### config.mk
export PLATFORM = sky130hd
export DESIGN_NAME = rfa_mul
export DESIGN_NICKNAME = d
export VERILOG_FILES = /design/src/rtl/rfa_mul.sv
export SDC_FILE = /design/constraint.sdc
export NUM_CORES = 2
export LEC_CHECK = 0
export BUFFER_PORTS_ARGS = -buffer_cell sky130_fd_sc_hd__buf_2
export CAP_MARGIN = 20
export CORE_MARGIN = 1.5
export CORE_UTILIZATION = 55
export CTS_CLUSTER_DIAMETER = 100
export DETAILED_ROUTE_END_ITERATION = 6
export PLACE_DENSITY = 0.72
export SLEW_MARGIN = 0
export SYNTH_ARGS = -nofsm -noshare
export SYNTH_HDL_FRONTEND = slang
export SYNTH_SLANG_ARGS = --single-unit
export TNS_END_PERCENT = 1
### constraint.sdc
create_clock -name aclk -period 15.16 [get_ports aclk]
set_clock_uncertainty 0.1 [all_clocks]
set_input_delay 2.274 -clock aclk [delete_from_list [all_inputs] [get_ports aclk]]
set_output_delay 2.274 -clock aclk [all_outputs]
set_load 0.1 [all_outputs]
### src/rtl/rfa_mul.sv
`default_nettype none
// Sequential signed multiplier: the product is registered, loaded only while start is high.
module rfa_mul #(
    parameter int W = 33
) (
    input  wire logic                aclk,
    input  wire logic                start,
    input  wire logic signed [W-1:0] op_a,
    input  wire logic signed [W-1:0] op_b,
    output logic signed [2*W-1:0]    prod
);
    logic signed [2*W-1:0] prod_reg;

    always_ff @(posedge aclk) begin
        if (start) begin
            prod_reg <= op_a * op_b;
        end
    end

    assign prod = prod_reg;
endmodule
`default_nettype wire

Word-level counts from Yosys, hierarchy flattened
Index checks and enable logic that the tools add are counted.

storage, ports and cells
  register bits = 66
  bits of input ports = 68
  output and inout port bits = 66
  logic and storage cells = 2

operators by class
  $mul = 1

operator list
  kind                          count
  multiplier 33 x 33 -> 66 bit  1

Logic depth before layout (Yosys ltp)
  depth in word-level cells = 1
  gate-level depth with buffers = 27
  depth with buffers taken out = 26

Worst setup path after synthesis
Ideal clock, no wire load.

  path type = input port to flip-flop
  start = input op_a[32]
  end = register prod_reg[62], in the netlist prod[62] (data pin)
  library setup time = 0.269 ns
  arrival = 9.370 ns
  data required time = 14.791 ns
  setup slack = 5.421 ns
  cell stages on the path = 23
  path buffers = 2
  cell sequence = clkbuf_1 nand2_1 inv_1 fa_1 fa_1 fa_1 fa_1 fa_1 fa_1 fa_1 inv_1 fa_1 inv_1 ha_1 clkbuf_1 and3_1 nand3_1 nand2b_1 a2111oi_4 a211oi_4 a21o_2 a211oi_2 a211oi_2

on the way
  cells in the longest elaborated chain, start to end = 1

RTL lines
  what                          line  text
  start: declaration            8     input wire logic signed [W-1:0] op_a,
  multiplier 33 x 33 -> 66 bit  16    prod_reg <= op_a * op_b;
  end signal: assignment        16
  end: declaration              12    logic signed [2*W-1:0] prod_reg;

Every way passes these cells.
A chain may end at the register's enable or synchronous reset.

Worst setup path after layout
  start = input op_b[6]
  end = register prod_reg[62], in the netlist prod[62] (data pin)

on the way
  cells in the longest elaborated chain, start to end = 1

RTL lines
  what                          line  text
  start: declaration            9     input wire logic signed [W-1:0] op_b,
  multiplier 33 x 33 -> 66 bit  16

Every way passes these cells.

==> results.cfg <==
[timing]
drv_slew = 0
tns_ns = 0
slew-limit-headroom = 0.326
fmax_mhz = 97.1
fin_crit_ns = 10.30
setup_violations = 0
tightest_slew_ns = 1.01
post-route-period-util = 0.679
hold_viol_final = 0
rsz0062_at_grt = no

[drt]
drtIter0Drc = 1568
via_per_inst = 5.48
via_count = 28800
ant_nets = 0
wl_um = 107000
drtPass1Iterations = 7
drc = 1
wire_per_inst_um = 20.3

[clock_network]
hold_buffers = 0
cts_resized = 0
root_buffer = clkbuf_16
numCtsBuffers = 9
clockBufferDepth = 2
clk_pin_slew_ns = 0.06
post_cts_buffers = 0
cts_num_sinks = 66
cts_tree = yes
cts.htree.levels = 3

[finish]
largest_reg_flops = 66
final_common_cell = fa_1
layout.nets = 5706
final_cells = 5256
syn_to_final_growth_pct = 3.57
fillCellCount = 6501
final_cell_mix = fa_1, inv_1, and2_1
drive_gt1_frac = 0.0465

[place]
dp_hpwl_um = 88500
dp.cells = 5232
gp_congestion = 0.950
port_buffers = 133

[synthesis]
synth_cells = 4338
ys_seq_area_frac = 0.0479
syn_area_per_cell_um2 = 9.54
ys_warn_count = 0
syn_nets = 5768
ys.flop_type = edfxtp_1
ys_types = 80
synthArstFlopShare = 0
syn_area_mm2 = 0.0414
ys_ff_latch = 66
synth_edf_count = 66

[global_routing]
grt_max_degree = 54
grt_antenna_before_repair = 9
grtUsageTotal = 0.293
grt_pass1_vias = 31500
grt_pass1_wl_um = 173000
grt_overflow = 0

[die]
rows = 100
initial_core_util = 0.556
pin_count = 134
dieArea_mm2 = 0.0769
coreArea_mm2 = 0.0744
die_y_um = 277
die_x_um = 277

[worst_setup_path]
critPathMaxFanout = 33
critPathKind = in2reg
critPathLaunchType = input pin
crit_required_ns = 15.15
cp_data_arrival_time_ns = 10.29
end_kind = flop

[min_path]
hold_class = in2reg
worstHoldEndpoint = prod[65]
min_path_cells = 1
min-delay-start = start

[flow_run]
max-cap-violations = 0

[status]
status = finished, violations left
violations = design-rule violations
-- stage by stage --
step | instance area, um2 | util | hold slack [ns] | setup WS [ns]
after global placement | 42500 | 0.571 | 2.66 | 4.65
after global routing | 42900 | 0.576 | 2.29 | 4.43
after CTS | 42800 | 0.575 | 2.29 | 4.91
after floorplan | 41400 | - | 2.29 | 5.42
final | 42900 | 0.576 | 2.28 | 4.86
after detailed placement | 42500 | 0.571 | 2.66 | 4.54
-- cells in the mapped netlist, types with 3 or more instances --
| cell type | instances | area (um2) |
|---|---|---|
| o21ai_1 | 6 | 30.0 |
| o21ai_0 | 25 | 125 |
| fa_1 | 1145 | 22900 |
| and2_1 | 562 | 3520 |
| nand4_1 | 11 | 68.8 |
| o211ai_1 | 4 | 30.0 |
| nand2_1 | 551 | 2070 |
| or2_2 | 3 | 18.8 |
| a31oi_1 | 8 | 50.1 |
| a211o_1 | 6 | 52.6 |
| a21o_1 | 36 | 270 |
| nand3_1 | 25 | 125 |
| o21a_1 | 6 | 45.0 |
| clkbuf_1 | 208 | 781 |
| a211oi_1 | 7 | 52.6 |
| a21oi_2 | 3 | 26.3 |
| xnor2_1 | 43 | 377 |
| inv_1 | 1131 | 4250 |
| o31ai_4 | 3 | 63.8 |
| buf_2 | 11 | 55.1 |
| nor2_1 | 68 | 255 |
| or3_1 | 3 | 18.8 |
| edfxtp_1 | 66 | 1980 |
| a211oi_2 | 3 | 37.5 |
| a21oi_1 | 57 | 285 |
| nor3_1 | 7 | 35.0 |
| nand2b_1 | 12 | 75.1 |
| xor2_1 | 25 | 219 |
| nor2b_1 | 5 | 31.3 |
| and3_1 | 5 | 31.3 |
| and4_1 | 5 | 43.8 |
| o21bai_1 | 11 | 82.6 |
| ha_1 | 217 | 2720 |
-- layout make-up --
cell class | instances | area, um2 | area share
Clock inverter | 6 | 58.8 | 0.00137
Timing Repair Buffer | 148 | 816 | 0.0190
Sequential cell | 66 | 1980 | 0.0462
Multi-Input combinational cell | 2920 | 34300 | 0.800
Clock buffer | 9 | 225 | 0.00525
Tap cell | 969 | 1210 | 0.0283
Inverter | 1131 | 4250 | 0.0990
Antenna cell | 7 | 17.5 | 0.000409
-- worst max-delay path, stage by stage --
cell and delay, ns:
buf_2 0.55, nand2_1 0.27, inv_1 0.15, fa_1 0.47, fa_1 0.53, inv_1 0.13
fa_1 0.57, inv_1 0.07, fa_1 1.18, fa_1 0.58, fa_1 0.50, fa_1 0.49
inv_1 0.05, fa_1 0.48, inv_1 0.04, ha_1 0.42, and3_1 0.20, nand3_1 0.09
nand2b_1 0.24, a2111oi_4 0.36, a211oi_4 0.09, a21o_2 0.25, a211oi_2 0.20, a211oi_2 0.06
-- worst max path at each step --
stage / start / to / slack (ns)
after floorplan: op_a[32] / prod[62] / 5.42
after global placement: op_b[6] / prod[64] / 4.65
after detailed placement: op_b[6] / prod[58] / 4.54
after CTS: op_b[6] / prod[62] / 4.91
after global routing: op_b[6] / prod[58] / 4.43
final: op_b[6] / prod[62] / 4.86
-- kinds of logic (layout without fill, tap and decap cells) --
group                    count (synthesis)  after routing  synth area share
buffers and inverters                 1352           1294             0.123
AND/OR/NAND/NOR                       1271           1271             0.155
XOR/XNOR                                68             68            0.0144
adder cells (fa/ha/maj)               1362           1362             0.619
other                                    0              7                 0
AO/OA/AOI/OAI                          219            219            0.0400
flip-flops                              66             66            0.0479
-- metal layers --
layer	track usage	up-vias	part of all wire
met2	0.522	986	0.54
li1	-	12300	-
met4	0.161	4	0.063
met5	0	-	0.00021
met3	0.0306	304	0.050
met1	0.349	15200	0.35
Power is not shown: default switching activity piles up to over one toggle a cycle in this logic, so the estimate is an artifact.
