### src/rtl/rfa_divgcd.sv
`default_nettype none
// Iterative unit: binary gcd of two magnitudes, then restoring division of
// both by the gcd, one quotient bit per cycle, the two quotients side by side.
module rfa_divgcd #(
    parameter int W = 33
) (
    input  wire logic         aclk,
    input  wire logic         aresetn,
    input  wire logic         start,
    input  wire logic [W-1:0] x_in,
    input  wire logic [W-1:0] y_in,
    output logic [W-1:0]      qx,
    output logic [W-1:0]      qy,
    output logic              done
);
    localparam int CW = $clog2(W + 1);

    typedef enum logic [4:0] {
        G_IDLE  = 5'b00001,
        G_TWOS  = 5'b00010,
        G_STEP  = 5'b00100,
        G_DIV   = 5'b01000,
        G_DONE  = 5'b10000
    } gstate_t;

    gstate_t        state_reg, state_next;
    logic [W-1:0]   x_reg, y_reg, ox_reg, oy_reg, g_reg;
    logic [CW-1:0]  sh_reg, cnt_reg;
    logic [W-1:0]   rx_reg, ry_reg, qx_reg, qy_reg;
    logic [W:0]     tx, ty;

    always_comb begin
        tx = {rx_reg, ox_reg[W-1]};
        ty = {ry_reg, oy_reg[W-1]};
    end

    always_comb begin
        state_next = state_reg;
        case (state_reg)
            G_IDLE: if (start) state_next = G_TWOS;
            G_TWOS: if ((x_reg[0] | y_reg[0]) || x_reg == '0 || y_reg == '0)
                state_next = G_STEP;
            G_STEP: if (x_reg == '0 || y_reg == '0) state_next = G_DIV;
            G_DIV:  if (cnt_reg == CW'(W - 1)) state_next = G_DONE;
            G_DONE: state_next = G_IDLE;
            default: state_next = G_IDLE;
        endcase
    end

    always_ff @(posedge aclk) begin
        if (!aresetn) begin
            state_reg <= G_IDLE;
        end else begin
            state_reg <= state_next;
        end
        case (state_reg)
            G_IDLE: begin
                x_reg <= x_in; y_reg <= y_in; ox_reg <= x_in; oy_reg <= y_in;
                sh_reg <= '0;
            end
            G_TWOS: begin
                if (!((x_reg[0] | y_reg[0]) || x_reg == '0 || y_reg == '0)) begin
                    x_reg <= x_reg >> 1; y_reg <= y_reg >> 1; sh_reg <= sh_reg + 1'b1;
                end
            end
            G_STEP: begin
                // one gcd step: strip a factor two or subtract smaller from larger; once either is zero, form the gcd
                if (x_reg == '0 || y_reg == '0) begin
                    g_reg <= (x_reg | y_reg) << sh_reg;
                    cnt_reg <= '0; rx_reg <= '0; ry_reg <= '0;
                end else if (!x_reg[0]) begin
                    x_reg <= x_reg >> 1;
                end else if (!y_reg[0]) begin
                    y_reg <= y_reg >> 1;
                end else if (x_reg > y_reg) begin
                    x_reg <= x_reg - y_reg;
                end else begin
                    y_reg <= y_reg - x_reg;
                end
            end
            G_DIV: begin
                cnt_reg <= cnt_reg + 1'b1;
                ox_reg <= {ox_reg[W-2:0], 1'b0};
                oy_reg <= {oy_reg[W-2:0], 1'b0};
                if (tx >= {1'b0, g_reg}) begin
                    rx_reg <= W'(tx - {1'b0, g_reg}); qx_reg <= {qx_reg[W-2:0], 1'b1};
                end else begin
                    rx_reg <= W'(tx); qx_reg <= {qx_reg[W-2:0], 1'b0};
                end
                if (ty >= {1'b0, g_reg}) begin
                    ry_reg <= W'(ty - {1'b0, g_reg}); qy_reg <= {qy_reg[W-2:0], 1'b1};
                end else begin
                    ry_reg <= W'(ty); qy_reg <= {qy_reg[W-2:0], 1'b0};
                end
            end
            default: ;
        endcase
    end

    assign qx = qx_reg;
    assign qy = qy_reg;
    assign done = (state_reg == G_DONE);
endmodule
`default_nettype wire

### config.mk
export PLATFORM = sky130hd
export DESIGN_NAME = rfa_divgcd
export DESIGN_NICKNAME = d
export VERILOG_FILES = /design/src/rtl/rfa_divgcd.sv
export SDC_FILE = /design/constraint.sdc
export NUM_CORES = 1
export LEC_CHECK = 0
export BUFFER_PORTS_ARGS = -buffer_cell sky130_fd_sc_hd__buf_2
export CAP_MARGIN = 20
export CORE_MARGIN = 2
export CORE_UTILIZATION = 36
export DETAILED_ROUTE_END_ITERATION = 8
export SETUP_SLACK_MARGIN = 0.3
export SLEW_MARGIN = 20
export SYNTH_ARGS = -nofsm -noshare
export SYNTH_HDL_FRONTEND = slang
export SYNTH_SLANG_ARGS = --single-unit
export TNS_END_PERCENT = 100
### constraint.sdc
create_clock -name aclk -period 9.4 [get_ports aclk]
set_input_delay 0.47 -clock aclk [delete_from_list [all_inputs] [get_ports aclk]]
set_output_delay 0.47 -clock aclk [all_outputs]
set_load 0.01 [all_outputs]
Word-level counts from Yosys, hierarchy flattened
Cells that the tools add are included.

operators by class
  $add $sub $neg = 6
  order comparisons = 3
  equality and inequality tests = 16
  shifts and indexed selects = 1
  mux-type cells = 30
  bitwise gates (word level) = 2
  reduce and logical (&&, ||, !) cells = 17

operators by type and width
  kind                                                                    number
  33-bit two-way mux                                                      13
  33-bit case mux with 2 select lines                                     4
  33-bit case mux with 3 select lines                                     2
  33-bit subtractor                                                       4
  34-bit by 33-bit greater-or-equal comparator with 1-bit output          2
  33-bit logical NOT                                                      2
  33-bit > comparator                                                     1
  33-bit bitwise OR                                                       1
  33-bit by 6-bit << shifter with 33-bit output                           1
  6-bit case mux with 2 select lines                                      2
  5-bit two-way mux                                                       4
  5-bit case mux with 4 select lines                                      1
  2-bit inequality test (second input constant)                           7
  6-bit by 1-bit adder with 6-bit output (second input constant)          2
  6-bit two-way mux                                                       2
  5-bit AND reduction                                                     2
  3-bit inequality test (second input constant)                           3
  4-bit AND reduction                                                     2
  6-bit equality test (second input constant)                             1
  2-bit AND reduction                                                     3
  2-bit nonzero test                                                      3
  5-bit by 1-bit equality test with 1-bit output (second input constant)  1
  5-bit by 2-bit equality test with 1-bit output (second input constant)  1
  5-bit by 3-bit equality test with 1-bit output (second input constant)  1
  other kinds (7)                                                         10

storage, ports and cells
  register bits = 314
  input bits = 69
  logic and storage cells = 89

Longest topological paths before layout
Gate-level depths: netlist of the first run.

  depth after elaboration = 6
  gate-level depth with buffers = 15
  depth with buffers taken out = 14

Worst setup path before layout of the first run
OpenSTA, ideal clock, no wires.

  path type = reg2reg
  start point = reg x_reg[19]
  end point = reg x_reg[10] (enable)
  library setup time = 391 ps
  arrival = 3,347 ps
  data required time = 9,009 ps
  slack = 5,662 ps
  stages on the path, launching flop included = 14
  period minus slack after synthesis = 3,738 ps
  path through = edfxtp_1 inv_1 ha_1 buf_6 or3_4 nor2_2 nand3_2 nor4_2 a211oi_2 o31ai_4 and3_4 o21ai_2 a21oi_1 o21a_1

on the way
  cells in the longest elaborated chain, start to end = 5

ends and longest elaborated chain
  element                                                      line  text
  from (decl)                                                  27    logic [W-1:0] x_reg, y_reg, ox_reg, oy_reg, g_reg;
  from (signal assigned)                                       58    x_reg <= x_in; y_reg <= y_in; ox_reg <= x_in; oy_reg <= y_in;
  from (signal assigned)                                       63    x_reg <= x_reg >> 1; y_reg <= y_reg >> 1; sh_reg <= sh_reg + 1'b1;
  from (signal assigned)                                       72    x_reg <= x_reg >> 1;
  branches (longest 4 deep; another with 33-bit > comparator)  --
  5-bit AND reduction (no source line) *                       --

Every way passes the cells marked *.
A chain may end at the register's enable or synchronous reset.

Worst setup path in the final report of the first run
  start point = reg y_reg[1]
  end point = reg y_reg[9], data pin

on the way
  cells in the longest elaborated chain, start to end = 6

ends and longest elaborated chain
  element                              line  text
  from (decl)                          27
  from (signal assigned)               58
  from (signal assigned)               63
  from (signal assigned)               74    y_reg <= y_reg >> 1;
  33-bit subtractor                    78    y_reg <= y_reg - x_reg;
  33-bit two-way mux                   75    end else if (x_reg > y_reg) begin
  33-bit two-way mux                   73    end else if (!y_reg[0]) begin
  33-bit two-way mux                   71    end else if (!x_reg[0]) begin
  33-bit two-way mux                   68    if (x_reg == '0 || y_reg == '0) begin
  33-bit case mux with 3 select lines  56    case (state_reg)

No other way between the ends. The select of a mux whose other input is x is not followed.

==> results of run 1 <==
## worst paths after layout
check / startpoint / to / slack, ns / cells after the start
setup / recovery: y_reg[1] / y_reg[9] / 5.16 / 12
hold / removal: aresetn / state_reg[0] / 0.11 / 2
setup reg to reg: y_reg[1] / y_reg[9] / 5.16 / 12
hold reg to reg: qx[15] / qx[16] / 0.44 / 0
## per-layer routing
layer  GRT usage  wire length, um
met5           0                0
met4      0.0702             2020
met3      0.0251             2810
met2       0.354            32000
met1       0.263            28600
## cells in the mapped netlist, types with 10 or more instances
cell type,instances
inv_1,162
nand3_1,41
edfxtp_1,309
nor4_1,28
o21bai_1,30
nor2b_1,20
a31oi_1,10
a21oi_1,172
o211ai_1,10
o21ai_1,32
nor2_1,229
nand2b_1,17
ha_1,168
o21a_1,14
a21o_1,27
a211oi_1,35
nand4_1,17
o21ai_0,66
clkbuf_1,83
and2_1,10
a221oi_1,10
nor3_1,29
nand2_1,289
a22oi_1,64
o31ai_1,10
xnor2_1,102
xor2_1,23
mux4_2,20
mux2i_1,84
o21ai_2,32
## layout make-up
type / instances / share of cell area
diodes: 1 / 0.000100
clock buffers: 40 / 0.0385
inverters: 165 / 0.0250
repair buffers: 149 / 0.0315
multi-input cells: 1708 / 0.473
well taps: 790 / 0.0397
flip-flops and latches: 314 / 0.376
clock inverters: 29 / 0.0159
## power by group through the flow
stage	Clock [mW]	Sequential, mW	Combinational [mW]
floorplan	0	1.74	0.983
global placement	0	1.79	1.34
detailed placement	0	1.79	1.33
CTS	1.63	1.77	1.34
global route	1.68	1.78	1.47
finish	1.59	1.77	1.36
## placed cells by master, fill, tap and decap left out, types with 20 or more instances in the layout
cell type,instances
edfxtp_1,309
nor3_1,29
a21oi_1,172
nor2b_1,20
o21ai_1,31
o21bai_1,30
ha_1,168
xnor2_1,102
xor2_1,23
a211oi_1,35
a21o_1,27
nand3_1,39
inv_1,160
mux4_2,20
nor4_1,28
o21ai_2,33
o21ai_0,65
mux2i_1,84
nand2_1,287
clkbuf_16,38
buf_2,135
a22oi_1,64
nor2_1,228
## per-stage QoR
stage | setup WS, ns | hold slack [ns] | utilization
finish | 5.16 | 0.108 | 0.406
global placement | 5.23 | 0.427 | 0.384
detailed placement | 5.19 | 0.430 | 0.384
global route | 4.93 | 0.0952 | 0.406
CTS | 5.17 | 0.0713 | 0.406
floorplan | 5.66 | 0.484 | -
## cells by family (layout without fill, tap and decap cells)
| logic type | Yosys count | in the layout | share of synthesized area |
|---|---|---|---|
| and+or+nand+nor | 725 | 725 | 0.144 |
| muxes | 109 | 109 | 0.0605 |
| other | 0 | 1 | 0 |
| DFF | 314 | 314 | 0.421 |
| xor gates and xnor gates | 125 | 125 | 0.0492 |
| AOI/OAI and AO/OA | 577 | 577 | 0.175 |
| adders and majority gates | 172 | 172 | 0.0980 |
| buffers and inverters | 278 | 383 | 0.0520 |
## worst register-to-register path: stages, from the launching register on
cell	delay, ns
edfxtp_1	0.49
inv_1	0.15
ha_1	0.34
o21bai_1	0.12
a221oi_2	0.28
nand2_1	0.13
a311o_1	0.41
a211oi_2	0.37
o31ai_4	0.12
and3_4	0.23
o21ai_2	0.22
nand3_2	0.73
o31ai_1	0.46
==> run_results.csv, run 1 <==
group,metric,value,unit
placement,io_buffers,135,
yosys,yosys_warnings,0,
yosys,ys_async_sr_fraction,0,
clock_tree,htree_levels,2,
sta,fin_crit,4.24,ns
yosys,synth-edff-count,309,
worst_setup_path,crit_fanout,32,
sta,max_freq,236,MHz
yosys,synth_area_leaders,"edfxtp_1 42%, ha_1 9.4%, nand2_1 4.9%",
yosys,yosys.area.top_type,"edfxtp_1",
sta,setup_viol,0,
power,power.leakage,10.2,nW
sta,hold_viol,0,
worst_setup_path,slowest_delay,0.73,ns
grt,grt_pass1_wl,102000,um
clock_tree,cts_tree,"done",
clock_tree,cts_resized,0,
final_layout,multi_input_comb_area,11800,um2
grt,grt_max_degree,90,
sta,slew_viol_final,0,
clock_tree,cts_setup_buffers,0,
placement,placed_cell_area,23600,um2
worst_setup_path,start_kind,"flip-flop",
final_layout,fin_cells,3196,
power,p_total,4.72,mW
drt,vias_per_cell,5.51,
power,irDropWorstVdd,0.131,mV
floorplan,dieArea,63900,um2
grt,first_global_vias,17500,
floorplan,pin_count,136,
grt,antenna_found_initial,1,
placement,place_inst,3126,
power,clkPwrFrac,0.338,
sta,fin_tns_setup,0,ns
clock_tree,clk_path_buf_depth,3,
drt,drt_drc_violations_left,0,
grt,grt_usage,0.204,
sta,post-route-period-util,0.451,
sta,relSlewSlack,0.276,
floorplan,coreArea,61400,um2
final_layout,final_area,24900,um2
worst_setup_path,worstSetupEndpointType,"flip-flop",
yosys,seq_area_frac_synth,0.421,
final_layout,nNetsFinal,2617,
yosys,yosys_register_bits,314,
worst_setup_path,path_delay_family,"compound AO/OA/AOI/OAI gates",
final_layout,drive_gt1_frac,0.133,
drt,routed_wl,65400,um
power,power_density,189,nW/um2
worst_setup_path,slowest_stage,"nand3_2",
worst_setup_path,path_buf_inv,1,
drt,vias,17600,
final_layout,seqCellArea,9380,um2
power,switching_share,0.346,
min_path,min_path_type,"input port to flip-flop",
clock_tree,cts_hold_buffers,0,
yosys,syn_inst,2300,
run,drv_cap,0,
run_status,status,"finished clean",
yosys,syn_area,22300,um2
placement,gp_congestion,0.938,
floorplan,start_util,0.363,
worst_setup_path,worstPathCellList,"inv_1, ha_1, o21bai_1, a221oi_2, nand2_1, a311o_1, a211oi_2, o31ai_4, and3_4, o21ai_2, nand3_2, o31ai_1",
drt,route.detailed.wl_per_inst,20.5,um
clock_tree,clock_latency,0.60,ns
floorplan,rows,91,
drt,ant_nets,0,
yosys,synth_cell_types,89,
power,internal-power,3.08,mW
floorplan,die_w,253,um
yosys,syn-mean-instance-area,9.68,um2
sta,rsz0062_at_grt,"no",
clock_tree,clk_pin_slew,0.06,ns
floorplan,die_h,253,um
clock_tree,cts.sinks,314,
final_layout,area_delta_synth_final,11.9,%
clock_tree,cts_buffers,38,
worst_setup_path,cp.required,9.79,ns
final_layout,fillers,6026,
power,pwr-share-comb,0.288,
sta,tightest_slew,1.08,ns
sta,finClkSkew,0.0220,ns
yosys,syn-num-nets,2541,
yosys,synth_ff_type,"edfxtp_1",
grt,gr-total-overflow,0,
clock_tree,cts-root-buf,"clkbuf_16",
worst_setup_path,path_class,"flip-flop to flip-flop",
yosys,synth_top_area_frac,0.417,
power,p_switching,1.63,mW
worst_setup_path,arrival,4.63,ns
power,power_frac_seq,0.375,
drt,drt_iter0_markers,1513,
placement,dp_hpwl,49400,um
drt,first_pass_iters,7,
Note: power is estimated with default switching activity, not from simulation.
==> inputs of run 2 (changes only) <==
Clock period 9.4 ns to 4.38 ns, I/O delays scaled along.
==> run_results.csv, run 2 (synthesis gave the netlist of run 1 again) <==
group,metric,value,unit
worst_setup_path,crit_fanout,7,
grt,grt_pass1_wl,102000,um
power,irDropWorstVdd,0.246,mV
worst_setup_path,start_kind,"flip-flop",
final_layout,fin_cells,3282,
placement,placed_cell_area,23800,um2
min_path,min_path_type,"input port to flip-flop",
clock_tree,htree_levels,2,
final_layout,final_common_cell,"edfxtp_1",
placement,dp_hpwl,50200,um
clock_tree,clock_latency,0.59,ns
drt,vias,17900,
clock_tree,cts-root-buf,"clkbuf_16",
power,power_density,383,nW/um2
worst_setup_path,path_class,"flip-flop to flip-flop",
drt,routed_wl,65800,um
clock_tree,clk_path_buf_depth,3,
sta,max_freq,255,MHz
floorplan,coreArea,61400,um2
sta,fin_crit,3.92,ns
worst_setup_path,worstSetupEndpointType,"flip-flop",
power,power.leakage,10.5,nW
floorplan,pin_count,136,
floorplan,rows,91,
clock_tree,cts_setup_buffers,0,
final_layout,antenna_cells,0,
drt,ant_nets,0,
worst_setup_path,cp.required,4.71,ns
placement,gp_congestion,0.944,
power,p_total,9.83,mW
final_layout,final_area,25700,um2
worst_setup_path,r2r_slack,0.46,ns
final_layout,nNetsFinal,2707,
floorplan,dieArea,63900,um2
run,drv_cap,0,
floorplan,die_w,253,um
placement,io_buffers,135,
sta,post-route-period-util,0.895,
sta,hold_viol,0,
drt,drt_iter0_markers,1309,
sta,tightest_slew,1.07,ns
sta,rsz0062_at_grt,"yes",
clock_tree,clk_pin_slew,0.07,ns
clock_tree,cts_tree,"done",
grt,grt_max_degree,82,
clock_tree,cts.sinks,314,
floorplan,die_h,253,um
final_layout,final_cell_mix,"309 x edfxtp_1, 287 x nand2_1, 228 x nor2_1",
sta,slew_viol_final,0,
worst_setup_path,arrival,4.25,ns
floorplan,start_util,0.363,
grt,grt_usage,0.204,
grt,antenna_found_initial,0,
sta,relSlewSlack,0.288,
final_layout,drive_gt1_frac,0.137,
final_layout,area_delta_synth_final,15.3,%
clock_tree,cts_buffers,37,
drt,drt_drc_violations_left,0,
run_status,status,"finished clean",
grt,first_global_vias,18000,
drt,vias_per_cell,5.46,
grt,gr-total-overflow,0,
sta,setup_viol,0,
drt,route.detailed.wl_per_inst,20.0,um
sta,finClkSkew,0.0245,ns
placement,place_inst,3150,
drt,first_pass_iters,7,
-- run 2: changes by cell type in the layout (fill, tap and decap cells not counted), moves of 2 or more --
| cell | before | now |
|---|---|---|
| dlygate4sd3_1 | 0 | 67 |
| buf_12 | 0 | 5 |
| buf_4 | 13 | 33 |
| clkinv_16 | 3 | 1 |
| bufinv_16 | 6 | 2 |
| clkbuf_1 | 2 | 7 |
-- run 2: report_power, final --
part           leakage [nW]  switching, mW  internal, mW
clock network         0.572           1.36          1.70
logic                  6.93           1.84          1.13
registers              3.05          0.225          3.57
-- run 2: worst max-delay path, cell delays in order, from the launching register on --
cell,delay (ns)
edfxtp_1,0.53
inv_1,0.19
ha_1,0.19
inv_1,0.06
fa_1,0.40
nor2b_1,0.15
o21ai_0,0.21
a21boi_0,0.17
o21a_1,0.23
o21ai_2,0.34
o21ai_0,0.26
a211oi_2,0.46
o21ai_0,0.21
xnor2_1,0.19
o21ai_1,0.07
-- run 2: what timing repair did --
item | in CTS | in global routing
pin swaps | 0 | 0
cloned | 0 | 0
gates resized for setup | 3 | 5
endpoints found under the hold margin | 113 | 0
hold buffers | 67 | 0
endpoints found under the setup margin | 4 | 37
-- run 2: layer usage --
metal  track usage  part of all wire  up-vias
li1              -                 -     8657
met1         0.258              0.43     8689
met2         0.353              0.49      447
met3        0.0243             0.038      138
met4        0.0840             0.039        0
met5             0                 0        -
-- run 2: per-stage QoR --
| step | hold slack (ns) | utilization | TNS [ns] | worst slack (ns) |
|---|---|---|---|---|
| finish | 0.0489 | 0.418 | 0 | 0.459 |
| global route | 0.0605 | 0.418 | 0 | 0.263 |
| CTS | 0.0115 | 0.418 | 0 | 0.292 |
| detailed placement | 0.430 | 0.388 | -0.229 | -0.229 |
| global placement | 0.425 | 0.388 | -0.205 | -0.205 |
| floorplan | 0.298 | - | 0 | 0.642 |
-- run 2: final cells by class --
type                       count  area (um2)
clock buffer                  44         952
fill                        6030       35700
clock inverter                21         223
multi-input combinational   1708       11800
timing repair buffer         240        1690
sequential                   314        9380
tap                          790         988
inverter                     165         622
-- run 2: path summary, 6_finish.rpt --
check        depth (start not counted)         to      from
min                                  3  x_reg[30]  x_in[30]
max reg2reg                         14  y_reg[32]  y_reg[0]
max                                 14  y_reg[32]  y_reg[0]
min reg2reg                          0      qx[5]     qx[4]
